**src/hdl/ufold_pkg.sv**
```systemverilog
`timescale 1ns / 1ps
// ----------------------------------------------------------------------------
// ufold_pkg
// Shared types, constants and the fold table of the UTF-8 accent fold stream.
// ----------------------------------------------------------------------------
package ufold_pkg;

    localparam int MAX_BURST = 6;
    localparam int HELD_DEPTH = 3;

    localparam logic [7:0] REPL_B0 = 8'hEF;
    localparam logic [7:0] REPL_B1 = 8'hBF;
    localparam logic [7:0] REPL_B2 = 8'hBD;

    localparam logic [7:0] ASCII_LIMIT = 8'h80;
    localparam logic [7:0] CONT_LO     = 8'h80;
    localparam logic [7:0] CONT_HI     = 8'hBF;
    localparam logic [7:0] LEAD2_LO    = 8'hC2;
    localparam logic [7:0] LEAD2_HI    = 8'hDF;
    localparam logic [7:0] LEAD3_LO    = 8'hE0;
    localparam logic [7:0] LEAD3_HI    = 8'hEF;
    localparam logic [7:0] LEAD4_LO    = 8'hF0;
    localparam logic [7:0] LEAD4_HI    = 8'hF4;
    localparam logic [7:0] LEAD_E0     = 8'hE0;
    localparam logic [7:0] LEAD_ED     = 8'hED;
    localparam logic [7:0] LEAD_F0     = 8'hF0;
    localparam logic [7:0] LEAD_F4     = 8'hF4;
    localparam logic [7:0] LATIN1_LEAD = 8'hC3;
    localparam logic [7:0] E0_CONT_LO  = 8'hA0;
    localparam logic [7:0] ED_CONT_HI  = 8'h9F;
    localparam logic [7:0] F0_CONT_LO  = 8'h90;
    localparam logic [7:0] F4_CONT_HI  = 8'h8F;

    localparam logic [7:0] FOLD_ROM [64] = '{
        8'h41, 8'h41, 8'h41, 8'h41, 8'h41, 8'h41, 8'h41, 8'h43,
        8'h45, 8'h45, 8'h45, 8'h45, 8'h49, 8'h49, 8'h49, 8'h49,
        8'h44, 8'h4E, 8'h4F, 8'h4F, 8'h4F, 8'h4F, 8'h4F, 8'h00,
        8'h4F, 8'h55, 8'h55, 8'h55, 8'h55, 8'h59, 8'h00, 8'h00,
        8'h61, 8'h61, 8'h61, 8'h61, 8'h61, 8'h61, 8'h61, 8'h63,
        8'h65, 8'h65, 8'h65, 8'h65, 8'h69, 8'h69, 8'h69, 8'h69,
        8'h64, 8'h6E, 8'h6F, 8'h6F, 8'h6F, 8'h6F, 8'h6F, 8'h00,
        8'h6F, 8'h75, 8'h75, 8'h75, 8'h75, 8'h79, 8'h00, 8'h79
    };

    typedef struct packed {
        logic [7:0] in_byte;
        logic       word_end;
    } in_item_t;

    typedef struct packed {
        logic [7:0] out_byte;
        logic       out_word_end;
        logic       run_end;
    } out_item_t;

    typedef struct packed {
        logic [HELD_DEPTH-1:0][7:0] bytes;
        logic [1:0]                 count;
        logic [2:0]                 exp_len;
    } held_t;

    typedef struct packed {
        logic [MAX_BURST-1:0][7:0] bytes;
        logic [2:0]                count;
        logic                      word_end;
    } burst_t;

endpackage

```
**src/hdl/ufold_decode.sv**
```systemverilog
`timescale 1ns / 1ps
// ----------------------------------------------------------------------------
// ufold_decode
// Decodes one held item against the partial sequence state and builds the
// burst of output bytes plus the next sequence state.
// ----------------------------------------------------------------------------
module ufold_decode
(
    input  ufold_pkg::in_item_t item,
    input  logic                fold_enable,
    input  ufold_pkg::held_t    held,
    output ufold_pkg::burst_t   burst,
    output ufold_pkg::held_t    held_next
);

    always_comb
    begin : decode_proc
        logic [7:0]                           b;
        logic [ufold_pkg::MAX_BURST-1:0][7:0] lst;
        logic [2:0]                           n;
        logic [ufold_pkg::HELD_DEPTH-1:0][7:0] hb;
        logic [1:0]                           hc;
        logic [2:0]                           el;
        logic [7:0]                           lo;
        logic [7:0]                           hi;
        logic                                 restart;
        logic                                 cont;
        logic                                 do_start;

        b        = item.in_byte;
        lst      = '0;
        n        = 3'd0;
        hb       = held.bytes;
        hc       = held.count;
        el       = held.exp_len;
        lo       = ufold_pkg::CONT_LO;
        hi       = ufold_pkg::CONT_HI;
        restart  = 1'b0;
        cont     = 1'b0;
        do_start = 1'b0;

        if (!fold_enable)
        begin
            lst[0] = b;
            n      = 3'd1;
        end
        else
        begin
            restart = (hc == 2'd0) || (el < 3'd2) || (el > 3'd4);
            if (hc == 2'd1)
            begin
                priority if (hb[0] == ufold_pkg::LEAD_E0)
                begin
                    lo = ufold_pkg::E0_CONT_LO;
                end
                else if (hb[0] == ufold_pkg::LEAD_ED)
                begin
                    hi = ufold_pkg::ED_CONT_HI;
                end
                else if (hb[0] == ufold_pkg::LEAD_F0)
                begin
                    lo = ufold_pkg::F0_CONT_LO;
                end
                else if (hb[0] == ufold_pkg::LEAD_F4)
                begin
                    hi = ufold_pkg::F4_CONT_HI;
                end
                else
                begin
                    lo = ufold_pkg::CONT_LO;
                end
            end
            cont = (b >= lo) && (b <= hi);

            priority if (restart)
            begin
                hc       = 2'd0;
                el       = 3'd0;
                do_start = 1'b1;
            end
            else if (cont)
            begin
                if (({1'b0, hc} + 3'd1) == el)
                begin
                    // complete the code point: fold or re-emit
                    if ((el == 3'd2) && (hb[0] == ufold_pkg::LATIN1_LEAD) &&
                        (ufold_pkg::FOLD_ROM[b[5:0]] != 8'h00))
                    begin
                        lst[n] = ufold_pkg::FOLD_ROM[b[5:0]];
                        n      = n + 3'd1;
                    end
                    else
                    begin
                        for (int i = 0; i < ufold_pkg::HELD_DEPTH; i++)
                        begin
                            if (i < int'(hc))
                            begin
                                lst[n] = hb[i];
                                n      = n + 3'd1;
                            end
                        end
                        lst[n] = b;
                        n      = n + 3'd1;
                    end
                    hc = 2'd0;
                    el = 3'd0;
                end
                else
                begin
                    hb[hc] = b;
                    hc     = hc + 2'd1;
                end
            end
            else
            begin
                // drop the broken prefix, then restart on this byte
                lst[n] = ufold_pkg::REPL_B0;
                n      = n + 3'd1;
                lst[n] = ufold_pkg::REPL_B1;
                n      = n + 3'd1;
                lst[n] = ufold_pkg::REPL_B2;
                n      = n + 3'd1;
                hc       = 2'd0;
                el       = 3'd0;
                do_start = 1'b1;
            end

            if (do_start)
            begin
                priority if (b < ufold_pkg::ASCII_LIMIT)
                begin
                    lst[n] = b;
                    n      = n + 3'd1;
                end
                else if ((b >= ufold_pkg::LEAD2_LO) && (b <= ufold_pkg::LEAD2_HI))
                begin
                    hb[0] = b;
                    hc    = 2'd1;
                    el    = 3'd2;
                end
                else if ((b >= ufold_pkg::LEAD3_LO) && (b <= ufold_pkg::LEAD3_HI))
                begin
                    hb[0] = b;
                    hc    = 2'd1;
                    el    = 3'd3;
                end
                else if ((b >= ufold_pkg::LEAD4_LO) && (b <= ufold_pkg::LEAD4_HI))
                begin
                    hb[0] = b;
                    hc    = 2'd1;
                    el    = 3'd4;
                end
                else
                begin
                    lst[n] = ufold_pkg::REPL_B0;
                    n      = n + 3'd1;
                    lst[n] = ufold_pkg::REPL_B1;
                    n      = n + 3'd1;
                    lst[n] = ufold_pkg::REPL_B2;
                    n      = n + 3'd1;
                end
            end

            // flush an unfinished sequence at word end
            if (item.word_end && (hc != 2'd0))
            begin
                lst[n] = ufold_pkg::REPL_B0;
                n      = n + 3'd1;
                lst[n] = ufold_pkg::REPL_B1;
                n      = n + 3'd1;
                lst[n] = ufold_pkg::REPL_B2;
                n      = n + 3'd1;
                hc     = 2'd0;
                el     = 3'd0;
            end
        end

        burst.bytes       = lst;
        burst.count       = n;
        burst.word_end    = item.word_end;
        held_next.bytes   = hb;
        held_next.count   = hc;
        held_next.exp_len = el;
    end

endmodule

```
**src/hdl/ufold_out_buf.sv**
```systemverilog
`timescale 1ns / 1ps
// ----------------------------------------------------------------------------
// ufold_out_buf
// Result register: holds one decoded burst and shifts it out one byte per
// accepted item, marking the last byte of the burst.
// ----------------------------------------------------------------------------
module ufold_out_buf
(
    input  logic                 clk,
    input  logic                 rst_n,
    input  logic                 load,
    input  ufold_pkg::burst_t    burst,
    output logic                 free,
    output logic                 norm_valid,
    input  logic                 norm_ready,
    output ufold_pkg::out_item_t norm_item
);

    logic [ufold_pkg::MAX_BURST-1:0][7:0] bytes_reg;
    logic [ufold_pkg::MAX_BURST-1:0][7:0] bytes_next;
    logic [2:0]                           rem_reg;
    logic [2:0]                           rem_next;
    logic                                 end_reg;
    logic                                 end_next;
    logic                                 last;
    logic                                 pop;

    assign last       = (rem_reg == 3'd1);
    assign norm_valid = (rem_reg != 3'd0);
    assign pop        = norm_valid && norm_ready;
    assign free       = (rem_reg == 3'd0) || (last && norm_ready);

    assign norm_item.out_byte     = bytes_reg[0];
    assign norm_item.run_end      = last;
    assign norm_item.out_word_end = last && end_reg;

    always_comb
    begin
        bytes_next = bytes_reg;
        rem_next   = rem_reg;
        end_next   = end_reg;
        priority if (load)
        begin
            bytes_next = burst.bytes;
            rem_next   = burst.count;
            end_next   = burst.word_end;
        end
        else if (pop)
        begin
            bytes_next = bytes_reg >> 8;
            rem_next   = rem_reg - 3'd1;
        end
        else
        begin
            rem_next = rem_reg;
        end
    end

    always_ff @(posedge clk or negedge rst_n)
    begin
        if (!rst_n)
        begin
            rem_reg <= 3'd0;
            end_reg <= 1'b0;
        end
        else
        begin
            rem_reg <= rem_next;
            end_reg <= end_next;
        end
    end

    always_ff @(posedge clk)
    begin
        bytes_reg <= bytes_next;
    end

endmodule

```
**src/hdl/utf8_accent_fold_stream_core.sv**
```systemverilog
`timescale 1ns / 1ps
// ----------------------------------------------------------------------------
// utf8_accent_fold_stream_core
// Path: an accepted item is registered in the input register, then decoded
// into the output register, which presents the first output byte.
// Throughput: 1 item per cycle while items yield at most one byte each and
// norm_ready is high; a burst of up to 6 bytes occupies the output register.
// Reset: asynchronous active low; clears held sequence, sets fold_enable to 1.
// ----------------------------------------------------------------------------
module utf8_accent_fold_stream_core
(
    input  logic                 clk,
    input  logic                 rst_n,
    input  logic                 cfg_valid,
    output logic                 cfg_ready,
    input  logic                 cfg_data,
    input  logic                 word_valid,
    output logic                 word_ready,
    input  ufold_pkg::in_item_t  word_item,
    output logic                 norm_valid,
    input  logic                 norm_ready,
    output ufold_pkg::out_item_t norm_item
);

    logic                                  fold_enable_reg;
    logic                                  in_vld_reg;
    logic                                  in_vld_next;
    ufold_pkg::in_item_t                   in_item_reg;
    logic [ufold_pkg::HELD_DEPTH-1:0][7:0] held_bytes_reg;
    logic [1:0]                            held_count_reg;
    logic [2:0]                            exp_len_reg;
    ufold_pkg::held_t                      held_cur;
    ufold_pkg::held_t                      held_upd;
    ufold_pkg::burst_t                     burst;
    logic                                  buf_free;
    logic                                  take;
    logic                                  cfg_wr;
    logic                                  in_acc;

    assign cfg_ready  = 1'b1;
    assign cfg_wr     = cfg_valid && cfg_ready;
    assign take       = in_vld_reg && buf_free;
    assign word_ready = !in_vld_reg || take;
    assign in_acc     = word_valid && word_ready;

    assign held_cur.bytes   = held_bytes_reg;
    assign held_cur.count   = held_count_reg;
    assign held_cur.exp_len = exp_len_reg;

    always_comb
    begin
        priority if (in_acc)
        begin
            in_vld_next = 1'b1;
        end
        else if (take)
        begin
            in_vld_next = 1'b0;
        end
        else
        begin
            in_vld_next = in_vld_reg;
        end
    end

    ufold_decode u_decode
    (
        .item        (in_item_reg),
        .fold_enable (fold_enable_reg),
        .held        (held_cur),
        .burst       (burst),
        .held_next   (held_upd)
    );

    ufold_out_buf u_out_buf
    (
        .clk        (clk),
        .rst_n      (rst_n),
        .load       (take),
        .burst      (burst),
        .free       (buf_free),
        .norm_valid (norm_valid),
        .norm_ready (norm_ready),
        .norm_item  (norm_item)
    );

    always_ff @(posedge clk or negedge rst_n)
    begin
        if (!rst_n)
        begin
            fold_enable_reg <= 1'b1;
            in_vld_reg      <= 1'b0;
            held_count_reg  <= 2'd0;
            exp_len_reg     <= 3'd0;
        end
        else
        begin
            in_vld_reg <= in_vld_next;
            if (cfg_wr)
            begin
                // drop any partial sequence on a register write
                fold_enable_reg <= cfg_data;
                held_count_reg  <= 2'd0;
                exp_len_reg     <= 3'd0;
            end
            else if (take)
            begin
                held_count_reg <= held_upd.count;
                exp_len_reg    <= held_upd.exp_len;
            end
        end
    end

    always_ff @(posedge clk)
    begin
        if (in_acc)
        begin
            in_item_reg <= word_item;
        end
        if (take)
        begin
            held_bytes_reg <= held_upd.bytes;
        end
    end

    a_word_end_is_run_end : assert property (
        @(posedge clk) disable iff (!rst_n)
        (norm_valid && norm_item.out_word_end) |-> norm_item.run_end
    ) else $error("out_word_end without run_end");

    a_held_consistent : assert property (
        @(posedge clk) disable iff (!rst_n)
        (held_count_reg != 2'd0) |->
            (((exp_len_reg == 3'd2) || (exp_len_reg == 3'd3) || (exp_len_reg == 3'd4)) &&
             ({1'b0, held_count_reg} < exp_len_reg))
    ) else $error("held count inconsistent with expected length");

    a_bypass_holds_nothing : assert property (
        @(posedge clk) disable iff (!rst_n)
        !fold_enable_reg |-> (held_count_reg == 2'd0)
    ) else $error("partial sequence held while folding is off");

    a_word_end_flushes : assert property (
        @(posedge clk) disable iff (!rst_n)
        (take && in_item_reg.word_end) |=> (held_count_reg == 2'd0)
    ) else $error("partial sequence survived word end");

endmodule
```
**config.mk**
```make
export PLATFORM = sky130hd
export DESIGN_NAME = utf8_accent_fold_stream_core
export DESIGN_NICKNAME = d
export VERILOG_FILES = /design/src/hdl/ufold_pkg.sv /design/src/hdl/ufold_decode.sv /design/src/hdl/ufold_out_buf.sv /design/src/hdl/utf8_accent_fold_stream_core.sv
export SDC_FILE = /design/constraint.sdc
export NUM_CORES = 1
export LEC_CHECK = 0
export BUFFER_PORTS_ARGS = -buffer_cell sky130_fd_sc_hd__buf_2
export CORE_AREA = 2 2 87 173
export CTS_CLUSTER_SIZE = 25
export DETAILED_ROUTE_END_ITERATION = 8
export DIE_AREA = 0 0 89 175
export PLACE_DENSITY = 0.61
export SYNTH_ARGS = -nofsm -noshare
export SYNTH_HDL_FRONTEND = slang
export SYNTH_SLANG_ARGS = --single-unit
```
**constraint.sdc**
```tcl
create_clock -name clk -period 6.5 [get_ports clk]
set_input_delay 0.975 -clock clk [delete_from_list [all_inputs] [get_ports clk]]
set_output_delay 0.975 -clock clk [all_outputs]
set_load 0.02 [all_outputs]
```
==> results.sh <==
export IMPL_outcome="finished, final reports clean"
export IMPL_setup_violations=0
export IMPL_largest_register_ffs=40
export IMPL_multi_input_area_um2=3210
export IMPL_viasPerCell=6.58
export IMPL_hold_slack_ns=0.491
export IMPL_yosysMostFrequentCell="nand2_1"
export IMPL_slew_headroom_pct=29.0
export IMPL_slew_violations=0
export IMPL_synth_area_um2=6280
export IMPL_hp_class="in -> async"
export IMPL_ios=28
export IMPL_cp_required_ns=6.60
export IMPL_seq_area_frac_synth_pct=43.1
export IMPL_synth_avg_cell_area_um2=9.56
export IMPL_fin_nets=693
export IMPL_antenna_left=0
export IMPL_dr_total_vias=5630
export IMPL_total_power_mw=2.54
export IMPL_route_detailed_drc=0
export IMPL_initial_core_util_pct=44.0
export IMPL_drive_above_1_share_pct=13.6
export IMPL_max_freq_mhz=169
export IMPL_synth_edf_count=81
export IMPL_power_frac_comb_pct=40.7
export IMPL_wire_per_inst_um=25.5
export IMPL_grt_use_total_pct=28.9
export IMPL_critPathLaunchType="flop"
export IMPL_powerDensity_nw_per_um2=373
export IMPL_intPower_mw=1.48
export IMPL_postCtsSetupBuffers=0
export IMPL_drt_pass1_iterations=9
export IMPL_fin_worst_skew_ns=0.0106
export IMPL_num_antenna_cells=0
export IMPL_maxCapViolCount=0
export IMPL_io_buffers=26
export IMPL_yosysTopAreaCell="edfxtp_1"
export IMPL_clock_path_buffers=2
export IMPL_period_needed_ns=5.92
export IMPL_synthFlopType="edfxtp_1"
export IMPL_fillers=1379
export IMPL_yosysWarnings=0
export IMPL_critPathCaptureType="flop"
export IMPL_synthArstFlopShare_pct=12.0
export IMPL_power_frac_seq_pct=39.6
export IMPL_synth_cell_type_count=91
export IMPL_routabilityCongestion=1.03
export IMPL_dpl_cell_area_um2=6530
export IMPL_clockRootBuffer="clkbuf_16"
export IMPL_netlist_top_cells_area="edfxtp_1, nand2_1, dfrtp_1, ha_1, a21oi_1"
export IMPL_synth_commonest_cells="nand2_1, edfxtp_1, nor2_1"
export IMPL_grt_pass1_vias=5532
export IMPL_yosysTopAreaCellShare_pct=38.7
export IMPL_rsz0062_at_grt="false"
export IMPL_ir_drop_v=0.000200
export IMPL_grt_pass1_wl_um=33000
export IMPL_final_area_um2=6820
export IMPL_synth_nets=692
export IMPL_antenna_found_initial=0
export IMPL_finalSetupTns_ns=0
export IMPL_die_w_um=89
export IMPL_dieArea_um2=15600
export IMPL_clkTransAtPathRegs_ns=0.07
export IMPL_grt_max_degree=54
export IMPL_worstPathArrival_ns=6.02
export IMPL_crit_type="reg -> reg"
export IMPL_min_period_over_period_pct=91.1
export IMPL_overflow=0
export IMPL_tritoncts="done"
export IMPL_hold_violations=0
export IMPL_syn_inst=657
export IMPL_htree_levels=3
export IMPL_switching_share_pct=41.7
export IMPL_reg2reg_slack_ns=0.58
export IMPL_dp_hpwl_um=16200
export IMPL_syn_to_final_growth_pct=8.48
export IMPL_area_sequential_um2=2710
export IMPL_ys_ff_latch=92
export IMPL_power_switching_mw=1.06
export IMPL_crit_fanout=18
export IMPL_die_h_um=175
export IMPL_fp_row_count=62
export IMPL_clkSinkCount=92
export IMPL_drt_total_wl_um=21800
export IMPL_core_area_um2=14300
export IMPL_worst_pin_slew_ns=1.06
export IMPL_drtIter0Drc=728
export IMPL_clock_latency_ns=0.35
export IMPL_cts_buffers=9
export IMPL_p_leak_nw=2.47
export IMPL_pwr_share_clk_pct=19.7
[per-layer routing]
| layer | up-vias | GRT usage, % | share of wire [%] |
|---|---|---|---|
| li1 | 2511 | - | - |
| met1 | 2680 | 31.5 | 34 |
| met2 | 330 | 47.8 | 51 |
| met3 | 109 | 5.10 | 6.0 |
| met4 | 0 | 22.3 | 9.5 |
| met5 | - | 0 | 0 |
[through the flow]
step                utilization [%]  setup WS [ns]  instances
detailed placement             45.8          0.389        839
global route                   47.7         0.0588        855
global placement               45.8          0.589        839
finish                         47.7          0.581        855
floorplan                         -           1.58        657
CTS                            47.7          0.355        855
[power groups by stage]
stage	Clock [mW]	Sequential (mW)	Combinational, mW
after floorplan	0	0.956	0.719
after global placement	0	1.01	0.999
after detailed placement	0	1.01	1.01
after CTS	0.506	1.00	1.02
after global routing	0.531	1.02	1.11
final	0.501	1.01	1.03
[worst max-delay path, cell delays in order (launching register included)]
cell	delay [ns]
dfrtp_1	0.44
inv_1	0.17
ha_1	0.53
nand4_1	0.18
nor2_1	0.25
nand3_1	0.14
ha_1	0.32
nor2b_1	0.14
or3_1	0.37
o21ai_2	0.29
a2bb2oi_2	0.21
inv_1	0.18
ha_1	0.35
xor2_1	0.36
xor2_1	0.27
nand2_1	0.09
o31ai_1	0.31
a211oi_2	0.08
buf_4	0.20
mux2i_1	0.26
o311ai_4	0.20
a211o_1	0.32
[path summary, 6_finish.rpt]
check	cells past startpoint	start	to
min reg2reg	1	u_out_buf.rem_reg[1]	u_out_buf.rem_reg[1]
max	21	held_count_reg[1]	u_out_buf.bytes_reg[39]
min in group clk	1	u_out_buf.rem_reg[1]	u_out_buf.rem_reg[1]
min	1	rst_n	exp_len_reg[0]
max in group asynchronous	1	rst_n	fold_enable_reg
max reg2reg	21	held_count_reg[1]	u_out_buf.bytes_reg[39]
[cell families after synthesis]
kind of cell,count (synthesis),synth area share [%]
AND/OR/NAND/NOR,225,17.6
AO/OA/AOI/OAI,216,25.8
flip-flops,92,43.1
buffers and inverters,79,5.84
adder cells (fa/ha/maj),21,4.14
XOR/XNOR,12,1.79
multiplexers,10,1.63
other,2,0.120
[layout make-up]
class / count / area share, %
flip-flops and latches: 92 / 39.7
clock inverters: 6 / 0.679
repair buffers: 49 / 4.44
multi-input cells: 486 / 47.1
clock buffers: 10 / 3.36
inverters: 20 / 1.10
well taps: 192 / 3.52
[what timing repair did]
item                                    in CTS  in global routing
gates resized for setup                      0                  1
hold buffers                                 0                  0
endpoints found under the setup margin       0                 28
[layout by cell type (no fill, tap or decap), types with 14 or more instances in the layout]
master     n
nor3_1    14
nand2_1   82
inv_1     19
edfxtp_1  81
buf_2     26
o21ai_0   40
buf_4     23
nor2_1    43
nand3_1   18
ha_1      20
a21oi_1   40
(Power assumes the default switching activity.)
